<file path="config.mk">
export PLATFORM = sky130hd
export DESIGN_NAME = lcg_binomial_uniform_sampler
export DESIGN_NICKNAME = d
export VERILOG_FILES = /design/src/design/lcg_bus_pkg.sv /design/src/design/lcg_binomial_uniform_sampler.sv
export SDC_FILE = /design/constraint.sdc
export NUM_CORES = 2
export LEC_CHECK = 0
export BUFFER_PORTS_ARGS = -buffer_cell sky130_fd_sc_hd__clkbuf_2
export CELL_PAD_IN_SITES_DETAIL_PLACEMENT = 0
export CELL_PAD_IN_SITES_GLOBAL_PLACEMENT = 2
export CORE_MARGIN = 2
export CORE_UTILIZATION = 42
export DETAILED_ROUTE_END_ITERATION = 12
export PLACE_DENSITY = 0.9
export SLEW_MARGIN = 0
export SYNTH_ARGS = -nofsm -noshare
export SYNTH_HDL_FRONTEND = slang
export SYNTH_SLANG_ARGS = --single-unit
</file>
<file path="constraint.sdc">
create_clock -name clk -period 9.01 [get_ports clk]
set_input_delay 0.4505 -clock clk [delete_from_list [all_inputs] [get_ports clk]]
set_output_delay 0.4505 -clock clk [all_outputs]
set_load 0.01 [all_outputs]
</file>
<file path="src/design/lcg_bus_pkg.sv">
// package for the lcg binomial/uniform sampler
// holds action codes, sizing constants and the small mod-3 helper
// no dependencies
package lcg_bus_pkg;

    // action codes carried by the input item
    typedef enum logic [2:0] {
        ACT_RESEED   = 3'd0,
        ACT_UNIFORM  = 3'd1,
        ACT_BINOMIAL = 3'd2,
        ACT_BOUNDED  = 3'd3,
        ACT_RESTART  = 3'd4
    } action_t;

    // configuration register indexes
    typedef enum logic {
        CFG_MULTIPLIER = 1'b0,
        CFG_INCREMENT  = 1'b1
    } cfg_index_t;

    localparam int unsigned WORD_W        = 32;
    localparam int unsigned SAMPLE_W      = 16;
    localparam int unsigned POS_W         = 5;
    localparam int unsigned BITS_PER_HALF = 2;
    localparam int unsigned MODULUS       = 3329;
    localparam int unsigned POOL_BITS     = 16;
    localparam int unsigned NEED_BITS     = 2 * BITS_PER_HALF;
    localparam int unsigned MAX_DRAWS     = 1048576;
    localparam int unsigned DRAW_CNT_W    = $clog2(MAX_DRAWS);
    localparam int unsigned COUNT_W       = 4;
    // multiple of three that keeps the count difference non-negative
    localparam int unsigned RESIDUE_BIAS  = 9;

    localparam logic [WORD_W-1:0] MULT_RESET = 32'h0101_0101;
    localparam logic [WORD_W-1:0] INCR_RESET = 32'hb3b3_b3b3;
    localparam logic [SAMPLE_W-1:0] SAMPLE_ONE   = SAMPLE_W'(1 % MODULUS);
    localparam logic [SAMPLE_W-1:0] SAMPLE_MINUS = SAMPLE_W'(MODULUS - 1);
    localparam logic [SAMPLE_W:0]   MODULUS_EXT  = (SAMPLE_W + 1)'(MODULUS);

    // residue mod 3 of a value below 18, by compare and subtract
    function automatic logic [1:0] mod3_small(input logic [4:0] v);
        logic [4:0] r;
        r = v;
        if (r >= 5'd9) r = r - 5'd9;
        if (r >= 5'd6) r = r - 5'd6;
        if (r >= 5'd3) r = r - 5'd3;
        return r[1:0];
    endfunction

endpackage

</file>
<file path="src/design/lcg_binomial_uniform_sampler.sv">
// top level of the lcg binomial/uniform sampler
// one shared multiply/add draw unit under a small sequencer
// depends on lcg_bus_pkg
//
// Each input item carries an action. Reseed and restart are done in the idle state and
// give no result. A draw of the generator uses the shared unit: a 32x32 multiply (low
// half kept) in the multiply state, then the increment add and word forming in the add
// state. Uniform runs idle, multiply, add, deliver. Binomial skips multiply and add when
// the held word still has enough unused bits and runs them when it is refilled. Bounded
// uniform repeats multiply and add until a word falls below the modulus; after 2^20
// rejected draws the item ends with no result. The block accepts an item only while its
// sequencer is idle; a finished result waits in the output register, so the next item
// can be taken while it is not yet collected.
module lcg_binomial_uniform_sampler
    import lcg_bus_pkg::*;
(
    input  logic                  clk,
    input  logic                  rst_n,
    input  logic                  cfg_write,
    input  logic                  cfg_index,
    input  logic [WORD_W-1:0]     cfg_data,
    input  logic                  in_valid,
    output logic                  in_ready,
    input  logic [2:0]            action,
    input  logic [WORD_W-1:0]     seed_value,
    output logic                  out_valid,
    input  logic                  out_ready,
    output logic [SAMPLE_W-1:0]   sample
);

    typedef enum logic [2:0] {
        ST_IDLE,
        ST_MUL,
        ST_ADD,
        ST_EXTRACT,
        ST_DELIVER
    } state_t;

    state_t                  state_reg;
    logic [2:0]              action_reg;
    logic [WORD_W-1:0]       mult_reg;
    logic [WORD_W-1:0]       incr_reg;
    logic [WORD_W-1:0]       gen_reg;
    logic [WORD_W-1:0]       prod_reg;
    logic [SAMPLE_W-1:0]     held_reg;
    logic [POS_W-1:0]        pos_reg;
    logic [DRAW_CNT_W-1:0]   draw_cnt_reg;
    logic [SAMPLE_W-1:0]     res_reg;
    logic                    out_valid_reg;
    logic [SAMPLE_W-1:0]     sample_reg;

    logic                    in_fire;
    logic                    refill;
    logic [WORD_W-1:0]       gen_next;
    logic [SAMPLE_W-1:0]     word;
    logic [WORD_W-1:0]       held_ext;
    logic [COUNT_W-1:0]      pos_cnt;
    logic [COUNT_W-1:0]      neg_cnt;
    logic [4:0]              bias_sum;
    logic [1:0]              residue;
    logic [SAMPLE_W-1:0]     binom_val;
    logic                    out_free;

    assign in_ready  = (state_reg == ST_IDLE);
    assign in_fire   = in_valid && in_ready;
    assign out_valid = out_valid_reg;
    assign sample    = sample_reg;
    assign out_free  = !out_valid_reg || out_ready;

    // pool runs dry when fewer than the needed bits remain
    assign refill = ({1'b0, pos_reg} + (POS_W + 1)'(NEED_BITS)) > (POS_W + 1)'(POOL_BITS);

    // second half of a draw: add increment and fold the state into a word
    assign gen_next = prod_reg + incr_reg;
    assign word     = {1'b0, gen_next[14:0]} ^ gen_next[31:16];

    // bit extraction from the held word, low bits first
    assign held_ext = {(WORD_W - SAMPLE_W)'(0), held_reg};
    always_comb
    begin
        pos_cnt = '0;
        neg_cnt = '0;
        for (int i = 0; i < BITS_PER_HALF; i++)
        begin
            pos_cnt = pos_cnt + COUNT_W'(held_ext[POS_W'(pos_reg + POS_W'(i))]);
            neg_cnt = neg_cnt
                + COUNT_W'(held_ext[POS_W'(pos_reg + POS_W'(BITS_PER_HALF + i))]);
        end
    end

    assign bias_sum = 5'(RESIDUE_BIAS) + 5'(pos_cnt) - 5'(neg_cnt);
    assign residue  = mod3_small(bias_sum);

    always_comb
    begin
        case (residue)
            2'd0:    binom_val = '0;
            2'd1:    binom_val = SAMPLE_ONE;
            default: binom_val = SAMPLE_MINUS;
        endcase
    end

    // sequencer, generator state and output register
    always_ff @(posedge clk or negedge rst_n)
    begin
        if (!rst_n)
        begin
            state_reg     <= ST_IDLE;
            action_reg    <= ACT_RESEED;
            mult_reg      <= MULT_RESET;
            incr_reg      <= INCR_RESET;
            gen_reg       <= '0;
            prod_reg      <= '0;
            held_reg      <= '0;
            pos_reg       <= POS_W'(POOL_BITS);
            draw_cnt_reg  <= '0;
            res_reg       <= '0;
            out_valid_reg <= 1'b0;
            sample_reg    <= '0;
        end
        else
        begin
            // configuration writes
            if (cfg_write)
            begin
                unique case (cfg_index)
                    CFG_MULTIPLIER: mult_reg <= cfg_data;
                    CFG_INCREMENT:  incr_reg <= cfg_data;
                    default:        mult_reg <= mult_reg;
                endcase
            end

            // collected item clears valid unless the deliver step refills it
            if (out_valid_reg && out_ready && (state_reg != ST_DELIVER))
            begin
                out_valid_reg <= 1'b0;
            end

            unique case (state_reg)
                ST_IDLE:
                begin
                    if (in_fire)
                    begin
                        action_reg   <= action;
                        draw_cnt_reg <= '0;
                        unique case (action) inside
                            ACT_RESEED:
                                gen_reg <= seed_value;
                            ACT_RESTART:
                                pos_reg <= POS_W'(POOL_BITS);
                            ACT_UNIFORM, ACT_BOUNDED:
                                state_reg <= ST_MUL;
                            ACT_BINOMIAL:
                                state_reg <= refill ? ST_MUL : ST_EXTRACT;
                            default:
                                state_reg <= ST_IDLE;
                        endcase
                    end
                end
                ST_MUL:
                begin
                    prod_reg  <= mult_reg * gen_reg;
                    state_reg <= ST_ADD;
                end
                ST_ADD:
                begin
                    gen_reg <= gen_next;
                    if (action_reg == ACT_BINOMIAL)
                    begin
                        held_reg  <= word;
                        pos_reg   <= '0;
                        state_reg <= ST_EXTRACT;
                    end
                    else if (action_reg == ACT_UNIFORM)
                    begin
                        res_reg   <= word;
                        state_reg <= ST_DELIVER;
                    end
                    else if ({1'b0, word} < MODULUS_EXT)
                    begin
                        res_reg   <= word;
                        state_reg <= ST_DELIVER;
                    end
                    else if (draw_cnt_reg == DRAW_CNT_W'(MAX_DRAWS - 1))
                    begin
                        // redraw limit reached, item ends with no result
                        state_reg <= ST_IDLE;
                    end
                    else
                    begin
                        draw_cnt_reg <= draw_cnt_reg + 1'b1;
                        state_reg    <= ST_MUL;
                    end
                end
                ST_EXTRACT:
                begin
                    res_reg   <= binom_val;
                    pos_reg   <= pos_reg + POS_W'(NEED_BITS);
                    state_reg <= ST_DELIVER;
                end
                ST_DELIVER:
                begin
                    if (out_free)
                    begin
                        out_valid_reg <= 1'b1;
                        sample_reg    <= res_reg;
                        state_reg     <= ST_IDLE;
                    end
                end
                default:
                    state_reg <= ST_IDLE;
            endcase
        end
    end

    // pool position never runs past the end of the held word
    a_pos_range: assert property (@(posedge clk) disable iff (!rst_n)
        pos_reg <= POS_W'(POOL_BITS))
        else $error("bit position beyond pool");

    // extraction only with enough unused bits
    a_extract_bits: assert property (@(posedge clk) disable iff (!rst_n)
        state_reg == ST_EXTRACT |-> !refill)
        else $error("extraction from an exhausted pool");

    // binomial results are 0, 1 or modulus minus one
    a_binom_value: assert property (@(posedge clk) disable iff (!rst_n)
        (state_reg == ST_DELIVER && action_reg == ACT_BINOMIAL) |->
        (res_reg == '0 || res_reg == SAMPLE_ONE || res_reg == SAMPLE_MINUS))
        else $error("binomial result out of set");

    // bounded results are below the modulus
    a_bounded_value: assert property (@(posedge clk) disable iff (!rst_n)
        (state_reg == ST_DELIVER && action_reg == ACT_BOUNDED) |->
        ({1'b0, res_reg} < MODULUS_EXT))
        else $error("bounded result not below modulus");

    // a uniform item starts a draw in the next cycle
    a_uniform_start: assert property (@(posedge clk) disable iff (!rst_n)
        (in_fire && action == ACT_UNIFORM) |=> state_reg == ST_MUL)
        else $error("uniform item did not start a draw");

endmodule

</file>
==> results.ini <==
[status]
status = finished clean

[job]
drv_cap = 0

[sta]
period_minus_slack_ns = 8.27
worst_hold_slack_ns = 0.119
drv_slew = 0
worstMarginPinSlew_ns = 1.21
relSlewSlack_pct = 19.0
rsz0062_at_grt = no
fmax_ghz = 0.121
hold_viol_final = 0
timing.setup.tns_ns = 0
setup_violations = 0
period_share_pct = 91.8
setup_ws_ns = 0.737
fin_skew_ns = 0.0345

[synth]
synth-compound-area-share_pct = 8.73
synth_top_family_by_area = adder cells
synth_top_cell_by_area = fa_1
yosysSeqAreaShare_pct = 19.1
synth_edf_count = 0
synthSimpleGateAreaFrac_pct = 16.5
synth_top_area_share_pct = 30.4
ys_seq_elements = 206
synth_xor_area_share_pct = 4.62
post-synth-top-count-cell = fa_1
syn-cell-area_um2 = 27100
async_flop_share_pct = 100
yosys.area_share.adder_pct = 37.8
ys_dominant_reg_cell = dfrtp_1
yosys_warnings = 0
synthTopCellsByArea = fa_1 (30%), dfrtp_1 (17%), ha_1 (7.4%)
syn_inst = 2820
synth_fp_nets = 3465
syn_area_per_cell_um2 = 9.61
synth_common_cells = fa_1 (411), inv_1 (405), nand2_1 (367), and2_1 (310), dfrtp_1 (181)
synth_cell_types = 92
muxShareOfSynthArea_pct = 5.38

[routing]
first_pass_iters = 5
drt_iter0_drc = 1357
routed_wirelength_um = 81100
viasPerCell = 5.39
dr_total_vias = 19965
drc = 0
final_antenna_net_count = 0
wl_per_cell_um = 21.9

[setup_path]
critPathKind = reg -> reg
timing.rr.start = mult_reg[4]$_DFFE_PN0P_
critical_path_depth = 23
reg2regPathDepth = 23
crit_chain = and2_1 -> fa_1 -> fa_1 -> ha_1 -> inv_1 -> fa_1 -> inv_1 -> ha_1 -> ha_1 -> fa_1 -> fa_1 -> ha_1 -> a21o_1 -> a2111oi_0 -> o31ai_1 -> and3_1 -> a221o_1 -> a31oi_1 -> o211ai_1 -> a311oi_1 -> a21oi_1 -> xnor2_1 -> o21ai_0
startpoint_type = register
arrival_ns = 8.67
cp_slowest_stage_delay_ns = 1.08
r2r-end = prod_reg[31]$_DFFE_PN0P_
crit_path_max_fanout = 29
cp.buffers_inverters = 2
crit_family = adder cells
setup.worst_path.end_class = register
worstPathRequired_ns = 9.41
r2r_slack_ns = 0.74
cpMaxStageDelayCell = dfrtp_1
cpMostUsedCell = fa_1

[floorplanning]
ios = 91
initial_core_util_pct = 42.3
die-area_um2 = 66600
die-height_um = 258
die_x_um = 258
fp.coreArea_um2 = 64100
rows = 93

[cells_and_area]
drive_gt1_share_pct = 11.8
register_area_um2 = 5190
area_growth_pct = 8.11
nets = 3471
multi_input_area_um2 = 19800
fill_cells = 6050

[global_route]
met2_usage_pct = 41.9
grt-busiest-layer = met2
grt_pass1_vias = 21689
grt_max_degree = 86
antenna_found_initial = 2
grt_util_all_layers_pct = 24.9
grtUsageMet1_pct = 33.7
grt_use_met3_pct = 2.92
grt_overflow = 0
grt_pass1_wl_um = 128000

[place]
place_congestion = 0.971
dp_slack_ns = 0.796
numPortBuffers = 90
dpl.hpwl_um = 64600

[cts]
cts-root-buf = clkbuf_16
postCtsSetupRepairBufs = 0
cts_buffer_depth = 3
cts_resized = 0
clock-sinks = 206
clock_latency_ns = 0.58
cts_tree = built
htreeDepth = 1
hold_buffers = 1
clk_pin_slew_worst_paths_ns = 0.06
cts_buffers = 26

[min_path]
hp-class = in -> reg
hp-start = action[1]
hold_depth = 3
hold-path-endpoint = action_reg[1]$_DFFE_PN0P_

[through the flow]
step                      std cells  cell area, µm²  util (%)
after floorplan                2820           27100         -
after global placement         3652           28300      44.2
after detailed placement       3652           28300      44.2
after CTS                      3701           29300      45.7
after global routing           3701           29300      45.7
final                          3702           29300      45.7
[worst max path at each step]
stage | end | start
after global routing | prod_reg[31]$_DFFE_PN0P_ | mult_reg[4]$_DFFE_PN0P_
after global placement | prod_reg[31]$_DFFE_PN0P_ | mult_reg[4]$_DFFE_PN0P_
after floorplan | prod_reg[31]$_DFFE_PN0P_ | mult_reg[8]$_DFFE_PN1P_
after detailed placement | prod_reg[31]$_DFFE_PN0P_ | mult_reg[4]$_DFFE_PN0P_
final | prod_reg[31]$_DFFE_PN0P_ | mult_reg[4]$_DFFE_PN0P_
after CTS | prod_reg[31]$_DFFE_PN0P_ | mult_reg[4]$_DFFE_PN0P_
[per-layer routing]
| metal | part of all wire [%] | vias to the layer above | wire (µm) |
|---|---|---|---|
| met5 | 0.028 | - | 23 |
| li1 | - | 8921 | - |
| met2 | 48 | 626 | 39200 |
| met1 | 42 | 10284 | 34400 |
| met4 | 3.2 | 4 | 2570 |
| met3 | 6.1 | 130 | 4950 |
[cell families after synthesis]
group / after synthesis
and+or+nand+nor: 877
AOI/OAI and AO/OA: 348
buffers and inverters: 557
muxes: 129
DFF: 206
adders and majority gates: 572
xor gates and xnor gates: 131
[layout make-up]
type                       count  share of cell area [%]
clock buffer                  36                    2.52
antenna                        1                 0.00854
clock inverter                12                   0.760
inverter                     405                    5.19
multi-input combinational   2057                    67.6
sequential                   206                    17.7
tap                          855                    3.65
timing repair buffer         130                    2.60
[cells in the final DEF (no fill, tap or decap), drive strengths merged, types with 10 or more instances in the layout]
| cell | n |
|---|---|
| xnor2 | 90 |
| mux2 | 92 |
| mux2i | 33 |
| and2 | 310 |
| or4 | 14 |
| dfstp | 25 |
| inv | 406 |
| and3 | 14 |
| dfrtp | 181 |
| nand3 | 31 |
| nor2 | 49 |
| clkbuf | 126 |
| o31ai | 27 |
| ha | 161 |
| a21o | 24 |
| a31oi | 10 |
| nand2b | 17 |
| fa | 411 |
| nor3 | 31 |
| a211oi | 15 |
| o21a | 12 |
| xor2 | 36 |
| a21oi | 88 |
| buf | 39 |
| o21bai | 12 |
| o21ai | 111 |
| nand2 | 368 |
[tightest hold or removal path, delay by kind of cell]
family / cells / cell delay, ns
buffers and inverters: 1 / 0.11
and+or+nand+nor: 2 / 0.10
Power is not shown: default switching activity piles up to over one toggle a cycle in this logic, so the estimate is an artifact.
